### config.mk
export PLATFORM = sky130hd
export DESIGN_NAME = pgf_sqrt_cell
export DESIGN_NICKNAME = d
export VERILOG_FILES = /design/src/rtl/core/pgf_sqrt_cell.sv
export SDC_FILE = /design/constraint.sdc
export NUM_CORES = 1
export LEC_CHECK = 0
export ABC_CLOCK_PERIOD_IN_PS = 2700
export BUFFER_PORTS_ARGS = -buffer_cell sky130_fd_sc_hd__buf_2
export CORE_ASPECT_RATIO = 1.4
export CORE_MARGIN = 2
export CORE_UTILIZATION = 30
export CTS_BUF_LIST = sky130_fd_sc_hd__clkbuf_16
export CTS_CLUSTER_DIAMETER = 60
export DETAILED_ROUTE_END_ITERATION = 10
export SLEW_MARGIN = 40
export SYNTH_ARGS = -nofsm -noshare
export SYNTH_HDL_FRONTEND = slang
export SYNTH_SLANG_ARGS = --single-unit
### constraint.sdc
create_clock -name clk_i -period 2.7 [get_ports clk_i]
set_clock_uncertainty 0.2 [all_clocks]
set_input_delay 0.135 -clock clk_i [delete_from_list [all_inputs] [get_ports clk_i]]
set_output_delay 0.135 -clock clk_i [all_outputs]
set_load 0.02 [all_outputs]
### src/rtl/core/pgf_sqrt_cell.sv
`default_nettype none
// One digit-by-digit square root step: take two radicand bits, settle one root bit.
module pgf_sqrt_cell #(
  parameter int RW = 33,
  parameter int NW = 66
) (
  input  logic          clk_i,
  input  logic          en_i,
  input  logic [RW:0]   rem_i,
  input  logic [RW-1:0] root_i,
  input  logic [NW-1:0] n_i,
  output logic [RW:0]   rem_o,
  output logic [RW-1:0] root_o,
  output logic [NW-1:0] n_o
);

  logic [RW+2:0] acc;
  logic [RW+2:0] trial;
  logic [RW+2:0] diff;
  logic          ge;

  always_comb begin
    acc   = {rem_i, n_i[NW-1:NW-2]};
    trial = {1'b0, root_i, 2'b01};
    diff  = acc - trial;
    ge    = (acc >= trial);
  end

  always_ff @(posedge clk_i) begin
    if (en_i) begin
      rem_o  <= ge ? diff[RW:0] : acc[RW:0];
      root_o <= {root_i[RW-2:0], ge};
      n_o    <= {n_i[NW-3:0], 2'b00};
    end
  end

endmodule
`default_nettype wire

==> results.md <==
- Post-synth top area share: around three fifths
- Congestion Overflow GR: 0
- Commonest register cell after synthesis: edfxtp_1
- Die height: ~180 µm
- Share of flip-flops with an asynchronous set or reset: 0%
- Placer Congestion: approximately 0.81
- Synth warn: 0
- Drt initial violations: 284
- CTS tree: built
- WP depth: 11
- Clock slew at reported path FFs: about 0.06 ns
- I/O pin count: 268
- Detailed Routing Iterations Pass 1: 4
- Initial antenna violation count: 0
- Max_cap viols: 0
- Max-slew violations: 0
- Register bit total from synthesis: 131
- PwrDens: approximately 600 nW/µm²
- Hold depth: 4
- First-pass GRT wire length: between 20000 and 30000 µm
- Cell row count: 63
- Ant. Diodes: 0
- CTS buffer count: 17
- Critical path startpoint: rem_i[30]
- Final worst path period need: approximately 2.6 ns
- Post-Syn Area per Cell: around 12 µm²
- Die area: around 22000 µm²
- Detailed Place HPWL: approximately 14000 µm
- Seq/Total Area, Yosys: about 62%
- IO Port Bufs: roughly 270
- Setup violators final: 0
- Routed wire length: ~19000 µm
- F_max: around 0.38 GHz
- CTS root buffer: clkbuf_16
- Status: complete, no violations
- Unrepaired setup endpoints after global routing: no
- Kind of critical path: in2reg
- Crit path to: rem_o[6]$_DFFE_PP_
- Core box area: about 21000 µm²
- Cell count after synthesis: between 500 and 600
- DRT antenna net count: 0
- CP max stage delay: roughly 0.53 ns
- Number of global-route vias before repair: roughly 6000
- Area contributors post-synth: edfxtp_1, ha_1, o21ai_0, nand2_1, a21oi_1
- Worst hold path type: in2reg
- CP Cell Sequence: dlygate4sd3_1 > buf_2 > ha_1 > a21o_1 > a211oi_2 > o21ai_1 > buf_4 > a211oi_4 > buf_4 > buf_4 > o21ai_0
- Post-synth EDFFs: 131
- Routed len/inst: approximately 15 µm
- H-Tree Depth: 4
- Leading cell type in the layout, fill and taps excluded: buf_2
- DRC errors left: 0
- DP Area: 8497 µm²
- GRT Resource Usage Total: between 10% and 20%
- Synth unique cells: between 50 and 60
- Startpoint class of the critical path: input pin
- Final worst-path cycle share: between 90% and 100%
- Leakage: 4.607 nW
- Most frequent cells in the layout: buf_2, dlygate4sd3_1, edfxtp_1
- Peak supply drop: 355.5 µV
- CP Max Fanout: 5
- Initial Util: a little under a third
- Vias per inst: approximately 4.5
- CP Buf/Inv Count: 5
- Bufs on Longest Clock Path: 2
- Post-layout power: 6.216 mW
- Critical path arrival: roughly 2.6 ns
- Area delta synth->final: 63.39%
- Hold Vio Cnt, Final: 0
- Mapped Area: roughly 6400 µm²
- Die Wd: about 130 µm
- Largest net degree at the start of global routing: between 50 and 60
- Crit-path leading delay family: buffers and inverters
- Clock sink total: about 130
- Post-route cell area: just over 10000 µm²
- Nets: 1161
- Via Count: 5725
- Slowest cell on crit path: dlygate4sd3_1
- Largest area contributor in the netlist: edfxtp_1
- Worst Path Required: 2.66 ns
- Critical path capture point type: flip-flop
- Most used cell, CP: buf_4
- Share of cells above drive strength 1: around two fifths
==> timing repair <==
| action | in CTS | in global routing |
|---|---|---|
| hold endpoints to repair | 173 | 0 |
| hold buffers | 131 | 0 |
| resized for setup | 0 | 7 |
| buffers inserted | 0 | 0 |
| setup endpoints to repair | 0 | 34 |
==> per-stage QoR <==
step / TNS (ns) / hold slack, ns / utilization (%) / cells / setup slack (ns)
2_1_floorplan: 0 / 0.03387 / - / 512 / 0.06390
3_3_place_gp: -5.526 / 0.1118 / 40.52 / 1101 / -0.2352
3_5_place_dp: -7.944 / 0.1132 / 40.52 / 1101 / -0.2985
4_1_cts: 0 / 0.007308 / 49.45 / 1264 / 0.01005
5_1_grt: 0 / 0.03381 / 49.57 / 1264 / 0.004514
6_report: 0 / 0.02070 / 49.57 / 1264 / 0.09325
==> flip-flops by register name (all words and copies together) (netlist names) <==
register,flops
rem_o,34
n_o,64
root_o,33
==> routing by layer <==
metal | wire (µm) | vias up | global-route usage [%]
met5 | 0 | - | 0
met3 | 1340 | 19 | 4.848
li1 | - | 2847 | -
met1 | 6812 | 2664 | 17.23
met4 | 289 | 0 | 5.907
met2 | 10540 | 195 | 32.86
==> cells in the mapped netlist (2+ instances only) <==
| library cell | n |
|---|---|
| a211oi_1 | 7 |
| a21o_1 | 7 |
| a21o_2 | 2 |
| a21oi_1 | 35 |
| a31oi_1 | 5 |
| a41oi_1 | 2 |
| and3_2 | 2 |
| buf_4 | 5 |
| buf_6 | 4 |
| clkbuf_1 | 2 |
| clkbuf_2 | 3 |
| edfxtp_1 | 131 |
| ha_1 | 35 |
| inv_1 | 44 |
| nand2_1 | 47 |
| nand2b_1 | 7 |
| nand3_1 | 7 |
| nand4_1 | 10 |
| nor2_1 | 26 |
| nor2b_1 | 4 |
| nor3_1 | 2 |
| nor4_1 | 3 |
| o211ai_1 | 4 |
| o21a_1 | 3 |
| o21ai_0 | 43 |
| o21ai_1 | 8 |
| o21bai_1 | 5 |
| o31ai_1 | 2 |
| or4_1 | 2 |
| xnor2_1 | 14 |
| xor2_1 | 12 |
==> how the worst min path moves through the flow <==
stage | from | to | slack [ns]
after floorplan | n_i[8] | n_o[10]$_DFFE_PP_ | 0.03
after CTS | n_i[64] | rem_o[1]$_DFFE_PP_ | 0.007
after global placement | n_i[53] | n_o[55]$_DFFE_PP_ | 0.11
final | n_i[64] | rem_o[1]$_DFFE_PP_ | 0.02
after detailed placement | n_i[28] | n_o[30]$_DFFE_PP_ | 0.11
after global routing | n_i[64] | rem_o[1]$_DFFE_PP_ | 0.03
==> final cells by class <==
class                   instances  area, µm²
flip-flops and latches        131       3934
well taps                     260      325.3
inverters                      45      168.9
clock inverters                15      133.9
clock buffers                  17      425.4
repair buffers                476       3277
fillers                      1902      10570
multi-input cells             320       2130
==> report_power, final <==
group	switching, mW	internal, mW	total [mW]
registers	0.0452	2.48	2.53
clock network	0.900	1.27	2.17
logic	0.837	0.683	1.52
==> cell families (layout without fill, tap and decap cells) <==
| family | count (synthesis) | count (layout) | share of synthesized area [%] |
|---|---|---|---|
| compound gates | 140 | 140 | 13.95 |
| xor+xnor | 26 | 26 | 3.580 |
| fa+ha+maj | 35 | 35 | 6.884 |
| buf+inv | 61 | 553 | 5.035 |
| flops | 131 | 131 | 61.84 |
| other cells | 1 | 2 | 0.05895 |
| simple gates | 117 | 117 | 8.655 |
No activity file was read; power rests on OpenSTA's default activity.
