$ cat config.mk
export PLATFORM = sky130hd
export DESIGN_NAME = pgf_div_cell
export DESIGN_NICKNAME = d
export VERILOG_FILES = /design/src/rtl/core/pgf_div_cell.sv
export SDC_FILE = /design/constraint.sdc
export NUM_CORES = 1
export LEC_CHECK = 0
export ABC_AREA = 1
export BUFFER_PORTS_ARGS = -buffer_cell sky130_fd_sc_hd__buf_4
export CORE_ASPECT_RATIO = 1.75
export CORE_MARGIN = 2
export CORE_UTILIZATION = 44
export DETAILED_ROUTE_END_ITERATION = 8
export PLACE_DENSITY = 0.73
export SYNTH_ARGS = -nofsm -noshare
export SYNTH_HDL_FRONTEND = slang
export SYNTH_SLANG_ARGS = --single-unit
$ cat constraint.sdc
create_clock -name clk_i -period 1.8 [get_ports clk_i]
set_input_delay 0.36 -clock clk_i [delete_from_list [all_inputs] [get_ports clk_i]]
set_output_delay 0.36 -clock clk_i [all_outputs]
set_load 0.05 [all_outputs]
$ cat src/rtl/core/pgf_div_cell.sv
`default_nettype none
// One restoring division step: shift in a numerator bit, subtract when it fits,
// shift the quotient bit into the freed low end of the numerator word.
module pgf_div_cell #(
  parameter int DW     = 32,
  parameter int NW     = 32,
  parameter int SIDE_W = 1
) (
  input  logic              clk_i,
  input  logic              en_i,
  input  logic [DW-1:0]     rem_i,
  input  logic [NW-1:0]     nq_i,
  input  logic [DW-1:0]     den_i,
  input  logic [SIDE_W-1:0] side_i,
  output logic [DW-1:0]     rem_o,
  output logic [NW-1:0]     nq_o,
  output logic [DW-1:0]     den_o,
  output logic [SIDE_W-1:0] side_o
);

  logic [DW:0]   trial;
  logic [DW:0]   diff;
  logic          ge;
  logic [DW-1:0] rem_d;
  logic [NW-1:0] nq_d;

  always_comb begin
    trial = {rem_i, nq_i[NW-1]};
    diff  = trial - {1'b0, den_i};
    ge    = (trial >= {1'b0, den_i});
    rem_d = ge ? diff[DW-1:0] : trial[DW-1:0];
    nq_d  = {nq_i[NW-2:0], ge};
  end

  always_ff @(posedge clk_i) begin
    if (en_i) begin
      rem_o  <= rem_d;
      nq_o   <= nq_d;
      den_o  <= den_i;
      side_o <= side_i;
    end
  end

endmodule
`default_nettype wire

==> out/metrics.csv, run 1 <==
stage;metric;value;unit
outcome;status;complete, no violations;
critical_path;end_kind;flop;
critical_path;worstSetupStartpoint;rem_i[29];
clock_network;hold_buffers;0;
timing;tightest_slew;0.351;ns
clock_network;cts_max_level;3;
die;design.core.area;0.0137;sq mm
die;dieArea;0.0149;sq mm
power_and_ir_drop;seq_power_share;0.352;
place;place_area;0.00887;sq mm
cells_and_area;final_util;0.737;
drt;drt_wl_total;19.2;mm
power_and_ir_drop;vdd_drop_max;0.622;mV
synthesis;synth_area_leaders;edfxtp_1 (48%), nand2_1 (17%), inv_1 (9.2%);
critical_path;worst_ep_arrival_time;1.90;ns
worst_hold_path;hp-start;nq_i[8];
job;max_cap_viol_count;0;
die;die_w;93.1;um
timing;relSlewSlack;0.766;
power_and_ir_drop;p_int;5040;uW
worst_hold_path;hold_class;in -> reg;
power_and_ir_drop;power_density;796;mW/mm^2
drt;highest_layer;met4;
clock_network;cts_sinks;97;
synthesis;synth.largest_area_cell;edfxtp_1;
grt;grt.overflow.total;0;
cells_and_area;antenna_cells;0;
power_and_ir_drop;p_sw_frac;0.372;
cells_and_area;fin_area;0.0101;sq mm
power_and_ir_drop;p_clk_frac;0.237;
clock_network;clk_pin_slew;0.08;ns
critical_path;worstSetupPathType;in -> reg;
timing;max_freq;0.556;GHz
critical_path;start_kind;primary input;
synthesis;syn_inst;749;
drt;drt-initial-drc-count;218;
grt;antenna_found_initial;0;
timing;fin_tns_setup;0;ns
synthesis;ys_seq_area_frac;0.477;
grt;grt_pass1_wl;28.7;mm
drt;m1WireLength;6.40;mm
place;io_buffers;195;
timing;fin_crit_sh;0.999;
synthesis;synth_cell_types;29;
synthesis;synthDominantCellAreaShare;0.477;
power_and_ir_drop;comb_power_share;0.411;
critical_path;crit_path_max_fanout;7;
critical_path;required;1.90;ns
drt;dr_total_vias;6036;
drt;drc;0;
cells_and_area;final_layout_size_suffix_gt1_frac;0.502;
cells_and_area;fillers;1044;
drt;wl_met3;744;um
drt;drtPass1Iterations;4;
power_and_ir_drop;p_sw;2990;uW
drt;postRouteAntennaNets;0;
place;hpwl;14.5;mm
die;initial_core_util;0.446;
clock_network;clockBufferDepth;2;
drt;detail_route.vias_per_cell;4.84;
grt;grt_pass1_vias;6048;
timing;slew_violations;0;
grt;track_usage;0.250;
drt;met2_length;11.1;mm
cells_and_area;fin_nets;1196;
place;gp_congestion;0.984;
clock_network;tritoncts;built;
synthesis;syn_nets;881;
timing;hold_violations;0;
timing;fin_crit;1.80;ns
clock_network;cts_buffers;9;
drt;wl_per_cell;15.4;um
synthesis;synth_area;0.00611;sq mm
cells_and_area;area_growth;65.3;%
grt;grt_start_max_net_pins;22;
power_and_ir_drop;power_leakage;0.00500;uW
synthesis;ys_warn_count;0;
timing;rsz0062_at_grt;yes;
timing;setup_violations;0;
die;fp-row-count;57;
die;chipHeight;160;um
clock_network;cts_root_buf;clkbuf_16;
synthesis;ys_ff_latch;97;
synthesis;synth.avg_cell_area;8.15;sq um
die;io_pins;196;
==> area by class of cell <==
| type | instances | area [sq um] | area share |
|---|---|---|---|
| sequential | 97 | 2910 | 0.289 |
| tap | 177 | 221 | 0.0219 |
| multi-input combinational | 490 | 3490 | 0.346 |
| clock buffer | 10 | 229 | 0.0227 |
| timing repair buffer | 314 | 2580 | 0.256 |
| inverter | 152 | 601 | 0.0595 |
| clock inverter | 6 | 57.6 | 0.00570 |
==> layout by cell type, fill, tap and decap left out, types with 17 or more instances in the layout <==
cell and instances:
buf_4 290, edfxtp_1 97, ha_4 32, inv_1 117, inv_2 27, nand2_1 205
nand2_2 54, nand2_4 21, nand3_1 43, nand3_2 20, nor2_1 17
==> cell usage after synthesis <==
library cell	count
nand2_2	4
nand3_1	52
nand2_8	1
nor2_4	1
buf_12	1
buf_2	7
edfxtp_1	97
nand3_2	16
inv_2	3
xnor2_1	1
inv_1	149
nand4_1	2
nor2_1	34
a21oi_1	21
nand3b_1	10
nor3_2	2
buf_6	1
fa_1	1
or2_1	1
o21ai_0	2
nor3_1	6
nand2_4	1
xor2_1	13
buf_8	1
nand2_1	276
ha_1	32
nor2_2	5
o21bai_1	1
and2_1	8
==> cells by family (layout without fill, tap and decap cells) <==
family          count (synthesis)  after routing  share of synthesized area
xor+xnor                       14             14                     0.0201
buf+inv                       162            482                      0.107
compound gates                 24             24                     0.0201
flops                          97             97                      0.477
simple gates                  419            419                      0.307
fa+ha+maj                      33             33                     0.0688
==> flip-flops by register name, summed over array words and instances (netlist names) <==
signal  count
nq_o       32
side_o      1
rem_o      32
den_o      32
==> power groups by stage <==
stage | clock network [uW] | logic, uW | registers, uW
after floorplan | 0 | 921 | 3700
after global placement | 0 | 2830 | 2880
after detailed placement | 0 | 2870 | 2880
after CTS | 1950 | 3020 | 2830
after global routing | 2030 | 3510 | 2850
final | 1900 | 3300 | 2830
==> layer usage <==
metal,vias up,track usage
met1,2815,0.239
met2,180,0.498
met3,57,0.0344
li1,2984,-
met5,-,0
met4,0,0.123
==> path summary, 6_finish.rpt <==
kind              cells past startpoint                 end  slack [ns]
setup / recovery                     11  rem_o[0]$_DFFE_PP_       0.002
hold / removal                        1   nq_o[9]$_DFFE_PP_        0.18
==> per-stage QoR <==
stage | hold slack, ns | setup WS (ns) | power [uW] | cells
2_1_floorplan | 0.459 | -0.0660 | 4620 | 749
3_3_place_gp | 0.538 | -0.506 | 5710 | 1209
3_5_place_dp | 0.540 | -0.522 | 5750 | 1209
4_1_cts | 0.178 | -0.0163 | 7800 | 1238
5_1_grt | 0.168 | -0.0656 | 8390 | 1246
6_report | 0.182 | 0.00239 | 8030 | 1246
==> critical path, stage by stage <==
cell	delay (ns)
buf_4	0.12
ha_4	0.29
nand2_4	0.06
nor3_4	0.20
nand2_2	0.11
buf_4	0.16
a21oi_4	0.13
nor2_4	0.07
nand2_8	0.14
clkbuf_16	0.18
o21ai_2	0.06
==> timing repair <==
action / in CTS / in global routing
buffers inserted: 14 / 6
cloned: 1 / 2
gates resized for setup: 57 / 144
endpoints found under the setup margin: 32 / 32
pin swaps: 23 / 40
Note: power is estimated with default switching activity, not from simulation.
==> inputs of run 2 (changes only) <==
Settings changed: PLACE_DENSITY 0.73 to unset, PLACE_DENSITY_LB_ADDON set to 0.2.
==> run 2 against run 1 <==
Clock power barely moved. Fmax decreased by 2.7%. Worst hold slack got worse by 0.0035 ns. Via count rose by 0.56%. Die area unchanged. Combinational power barely moved. Sequential share of layout area shrank 0.43 points. The run now ends with negative setup slack left. Critical endpoint is now rem_o[6]$_DFFE_PP_. Critical path depth is 5 higher. Count of clock-buffer cells in the layout down 1. First-iteration DRC count rose by 21%. Design area increased by 1.5%. Wire length is 7.0% higher.
==> out/metrics.csv, run 2 (synthesis gave the netlist of run 1 again) <==
stage;metric;value;unit;change
critical_path;worstSetupStartpoint;rem_i[5];;
die;io_pins;196;;unchanged
timing;setup_slack;-0.0483;ns;-0.0507 ns
cells_and_area;antenna_cells;0;;unchanged
power_and_ir_drop;p_clk_frac;0.234;;-0.003
critical_path;required;1.89;ns;about the same
grt;track_usage;0.268;;+0.0183
cells_and_area;area_growth;67.8;%;
clock_network;cts_sinks;97;;unchanged
critical_path;start_kind;primary input;;
place;hpwl;15.4;mm;+6.5%
timing;fin_crit_sh;1.03;;+0.0282
clock_network;clk_pin_slew;0.07;ns;about the same
grt;grt_pass1_vias;6063;;+0.25%
timing;setup_violations;24;;+24
clock_network;hold_buffers;0;;unchanged
clock_network;cts_buffers;9;;unchanged
power_and_ir_drop;vdd_drop_max;0.472;mV;-24%
cells_and_area;layout_common_cells;buf_4 (297), nand2_1 (207), inv_1 (121);;
timing;hold_violations;0;;unchanged
outcome;violations;negative setup slack;;
place;io_buffers;195;;unchanged
grt;grt_pass1_wl;30.4;mm;+5.9%
critical_path;end_kind;flop;;
cells_and_area;final_common_cell;buf_4;;
timing;fin_crit;1.85;ns;+0.0507 ns
timing;rsz0062_at_grt;yes;;
power_and_ir_drop;power_leakage;0.00510;uW;+1.9%
die;fp-row-count;57;;unchanged
cells_and_area;fin_area;0.0102;sq mm;+1.5%
die;initial_core_util;0.446;;unchanged
die;die_w;93.1;um;unchanged
power_and_ir_drop;comb_power_share;0.412;;about the same
drt;drt_wl_total;20.5;mm;+7.0%
power_and_ir_drop;p_sw_frac;0.373;;+0.000480
grt;grt_start_max_net_pins;32;;+45%
cells_and_area;fin_nets;1215;;+1.6%
timing;relSlewSlack;0.770;;+0.00364
drt;drt-initial-drc-count;263;;+21%
timing;fin_tns_setup;-0.414;ns;-0.414 ns
power_and_ir_drop;p_int;5040;uW;-0.12%
timing;slew_violations;0;;unchanged
die;dieArea;0.0149;sq mm;unchanged
drt;drtPass1Iterations;4;;unchanged
cells_and_area;reg_top3;den_o: 32 flops, nq_o: 32 flops, rem_o: 32 flops;;
drt;wl_per_cell;16.2;um;+5.4%
die;design.core.area;0.0137;sq mm;unchanged
critical_path;crit_path_max_fanout;7;;unchanged
drt;detail_route.vias_per_cell;4.80;;-0.95%
clock_network;cts_max_level;3;;unchanged
drt;drc;0;;unchanged
critical_path;worst_ep_arrival_time;1.94;ns;+0.04 ns
die;chipHeight;160;um;unchanged
timing;tightest_slew;0.344;ns;-0.00663 ns
cells_and_area;final_layout_size_suffix_gt1_frac;0.502;;about the same
outcome;status;finished, violations left;;
clock_network;cts_root_buf;clkbuf_16;;
grt;antenna_found_initial;0;;unchanged
power_and_ir_drop;seq_power_share;0.353;;about the same
clock_network;tritoncts;built;;
clock_network;clockBufferDepth;2;;unchanged
power_and_ir_drop;power_density;783;mW/mm^2;-1.5%
worst_hold_path;hold_class;in -> reg;;
grt;grt.overflow.total;0;;unchanged
job;max_cap_viol_count;0;;unchanged
timing;max_freq;0.541;GHz;-2.7%
power_and_ir_drop;p_sw;2990;uW;about the same
place;place_area;0.00889;sq mm;+0.23%
critical_path;worstSetupPathType;in -> reg;;
drt;dr_total_vias;6070;;+0.56%
place;gp_congestion;0.905;;-8.0%
drt;postRouteAntennaNets;0;;unchanged
worst_hold_path;hp-start;den_i[29];;
==> run 2: final cells by class <==
cell class / instances / area (sq um)
fill: 1057 / 3450
clock buffer: 9 / 225
timing repair buffer: 332 / 2780
clock inverter: 7 / 61.3
multi-input combinational: 491 / 3450
sequential: 97 / 2910
tap: 177 / 221
inverter: 152 / 601
==> run 2: metal layers <==
metal	vias up	part of all wire	GRT usage
li1	3029	-	-
met1	2823	0.32	0.252
met2	178	0.60	0.552
met3	40	0.042	0.0410
met4	0	0.039	0.0996
met5	-	0	0
==> run 2: metrics by stage <==
stage,power [uW],setup WS (ns),hold WS (ns),cells,util
global route,8370,-0.115,0.168,1265,0.748
CTS,7800,-0.00600,0.172,1253,0.711
floorplan,4620,-0.0660,0.459,749,-
global placement,5740,-0.577,0.538,1215,0.649
finish,8030,-0.0483,0.178,1265,0.748
detailed placement,5770,-0.568,0.539,1215,0.649
==> run 2: path summary, 6_finish.rpt <==
check                                 end  slack (ns)  cells after the start
worst max-delay path   rem_o[6]$_DFFE_PP_       -0.05                     16
worst min-delay path  den_o[29]$_DFFE_PP_        0.18                      1
==> run 2: power groups by stage <==
stage,sequential (uW),combinational [uW],clock [uW]
4_1_cts,2840,3040,1920
2_1_floorplan,3700,921,0
3_5_place_dp,2880,2880,0
3_3_place_gp,2880,2850,0
6_report,2840,3310,1880
5_1_grt,2850,3510,2010
==> run 2: critical path: stages <==
cell and delay (ns):
buf_8 0.10, ha_4 0.27, nand2_4 0.07, nand2_4 0.05, nand2_2 0.06, nand2_2 0.07, inv_2 0.05, nand3_2 0.09
nand2_2 0.11, nand2_4 0.08, nand2_8 0.09, buf_12 0.13, nand2_8 0.10, buf_12 0.18, nand2_2 0.06, nand2_1 0.06
==> run 2: what timing repair did <==
| action | CTS | global route |
|---|---|---|
| pin swaps | 25 | 36 |
| endpoints found under the setup margin | 31 | 33 |
| setup buffers | 18 | 11 |
| gates resized for setup | 73 | 126 |
| gates cloned | 4 | 1 |
==> inputs of run 3 (changes only) <==
Settings changed: GPL_TIMING_DRIVEN set to 0.
==> run 3 against run 2 <==
The run still ends with negative setup slack left. Sequential cell count unchanged. Sequential power about the same. Fmax increased by 2.5%. Design area decreased by 7.7%. Clock power about the same. Sequential share of layout area increased by 2.4 points. Highest routed layer unchanged. Wire length decreased by 9.5%. Utilization decreased by 5.8 points. Critical path depth decreased by 5. Power decreased by 3.1%. Non-clock buffer count decreased by 95.
==> out/metrics.csv, run 3 (synthesis gave the netlist of run 1 again) <==
stage;metric;value;unit;change
job;max_cap_viol_count;0;;unchanged
critical_path;critPathSlowestCell;ha_4;;
timing;max_freq;0.555;GHz;+2.5%
die;initial_core_util;0.446;;unchanged
timing;fin_crit_sh;1.00;;-0.0252
timing;slew_violations;0;;unchanged
die;die_w;93.1;um;unchanged
place;hpwl;13.9;mm;-10%
cells_and_area;multi_input_area;0.00349;sq mm;+1.1%
clock_network;cts_sinks;97;;unchanged
worst_hold_path;hold_depth;1;;unchanged
timing;rsz0062_at_grt;yes;;
critical_path;start_kind;primary input;;
drt;drt-initial-drc-count;175;;-33%
cells_and_area;area_growth;54.8;%;
place;io_buffers;195;;unchanged
critical_path;end_kind;flop;;
grt;grt_start_max_net_pins;98;;+210%
worst_hold_path;hold_class;in -> reg;;
clock_network;cts_root_buf;clkbuf_16;;
grt;grt_pass1_wl;27.2;mm;-10%
timing;relSlewSlack;0.196;;-0.574
timing;fin_crit;1.80;ns;-0.0453 ns
cells_and_area;fin_nets;1120;;-7.8%
clock_network;cts_max_level;3;;unchanged
cells_and_area;regArea;0.00291;sq mm;unchanged
grt;antenna_found_initial;0;;unchanged
power_and_ir_drop;power_leakage;0.00460;uW;-9.7%
timing;fin_tns_setup;-0.00415;ns;+0.409 ns
grt;grt_pass1_vias;5662;;-6.6%
clock_network;cts_buffers;9;;unchanged
drt;drc;0;;unchanged
critical_path;worst_ep_arrival_time;1.91;ns;-0.03 ns
critical_path;max_stage_delay;0.27;ns;about the same
power_and_ir_drop;power_density;823;mW/mm^2;+5.0%
clock_network;clk_pin_slew;0.07;ns;about the same
drt;drtPass1Iterations;4;;unchanged
drt;dr_total_vias;5739;;-5.5%
outcome;violations;negative setup slack;;
cells_and_area;final_util;0.690;;-0.0579
cells_and_area;antenna_cells;0;;unchanged
cells_and_area;final_layout_size_suffix_gt1_frac;0.466;;-0.0356
clock_network;tritoncts;built;;
critical_path;cp_cell_sequence;buf_4, ha_4, a21oi_4, nand2_2, nand2_2, nand3_2, nor2_4, nand2_8, clkbuf_16, nand3_2, nand2_1;;
timing;setup_violations;2;;-92%
power_and_ir_drop;vdd_drop_max;0.444;mV;-6.0%
grt;track_usage;0.237;;-0.0310
cells_and_area;final_common_cell;buf_4;;
clock_network;clockBufferDepth;2;;unchanged
critical_path;worstSetupPathType;in -> reg;;
die;fp-row-count;57;;unchanged
cells_and_area;reg_top3;den_o: 32 flops, nq_o: 32 flops, rem_o: 32 flops;;
clock_network;hold_buffers;0;;unchanged
drt;detail_route.vias_per_cell;4.91;;+2.2%
cells_and_area;fin_area;0.00945;sq mm;-7.7%
drt;drt_wl_total;18.6;mm;-9.5%
die;design.core.area;0.0137;sq mm;unchanged
worst_hold_path;hp-start;den_i[15];;
place;gp_congestion;0.897;;-0.91%
drt;wl_per_cell;15.9;um;-2.1%
grt;grt.overflow.total;0;;unchanged
timing;tightest_slew;1.21;ns;+0.862 ns
worst_hold_path;holdPathEnd;den_o[15]$_DFFE_PP_;;
die;dieArea;0.0149;sq mm;unchanged
drt;postRouteAntennaNets;0;;unchanged
critical_path;required;1.91;ns;+0.02 ns
timing;hold_violations;0;;unchanged
critical_path;crit_path_max_fanout;6;;-1
die;chipHeight;160;um;unchanged
outcome;status;finished, violations left;;
cells_and_area;fillers;1167;;+10%
cells_and_area;layout_common_cells;buf_4 (217), nand2_1 (201), inv_1 (111);;
die;io_pins;196;;unchanged
place;place_area;0.00811;sq mm;-8.8%
timing;setup_slack;-0.00301;ns;+0.0453 ns
run 3: stage by stage:
| step | std cells | power, uW | hold WS [ns] | setup WS, ns |
|---|---|---|---|---|
| after detailed placement | 1121 | 5480 | 0.539 | -0.650 |
| final | 1170 | 7780 | 0.184 | -0.00301 |
| after floorplan | 749 | 4620 | 0.459 | -0.0660 |
| after global placement | 1121 | 5450 | 0.538 | -0.659 |
| after CTS | 1143 | 7480 | 0.174 | -0.0101 |
| after global routing | 1170 | 8110 | 0.171 | -0.0643 |
run 3: area by class of cell:
class	instances	area share
Timing Repair Buffer	229	0.195
Tap cell	177	0.0234
Multi-Input combinational cell	491	0.369
Inverter	152	0.0648
Clock buffer	9	0.0238
Buffer	8	0.00979
Sequential cell	97	0.308
Clock inverter	7	0.00648
run 3: worst max path at each step:
stage                     slack (ns)                  end      start  cells past startpoint
after floorplan                -0.07  rem_o[24]$_DFFE_PP_   den_i[2]                     16
after global placement         -0.66  rem_o[24]$_DFFE_PP_  rem_i[23]                     12
after detailed placement       -0.65  rem_o[24]$_DFFE_PP_  rem_i[23]                     12
after CTS                      -0.01  rem_o[24]$_DFFE_PP_  den_i[21]                     13
after global routing           -0.06  rem_o[19]$_DFFE_PP_  den_i[12]                     16
final                         -0.003  rem_o[19]$_DFFE_PP_  rem_i[27]                     11
run 3: report_power, final:
group | switching [uW] | internal [uW]
sequential | 59.7 | 2770
clock | 923 | 968
combinational | 1950 | 1110
total | 2930 | 4850
run 3: timing repair:
item	in CTS	in global routing
gates cloned	0	4
pin swaps	13	56
buffers inserted	6	26
gates resized for setup	47	173
setup endpoints to repair	33	33
run 3: critical path, delay by kind of cell:
kind	cells	cell delay, ns
and+or+nand+nor	7	0.77
AOI/OAI and AO/OA	1	0.18
buffers and inverters	2	0.32
adders and majority gates	1	0.27
run 3: routing by layer:
| metal | up-vias | GRT usage | routed length (um) |
|---|---|---|---|
| met2 | 203 | 0.479 | 10600 |
| met5 | - | 0 | 0 |
| met1 | 2646 | 0.224 | 6170 |
| li1 | 2828 | - | - |
| met3 | 62 | 0.0420 | 932 |
| met4 | 0 | 0.0949 | 845 |
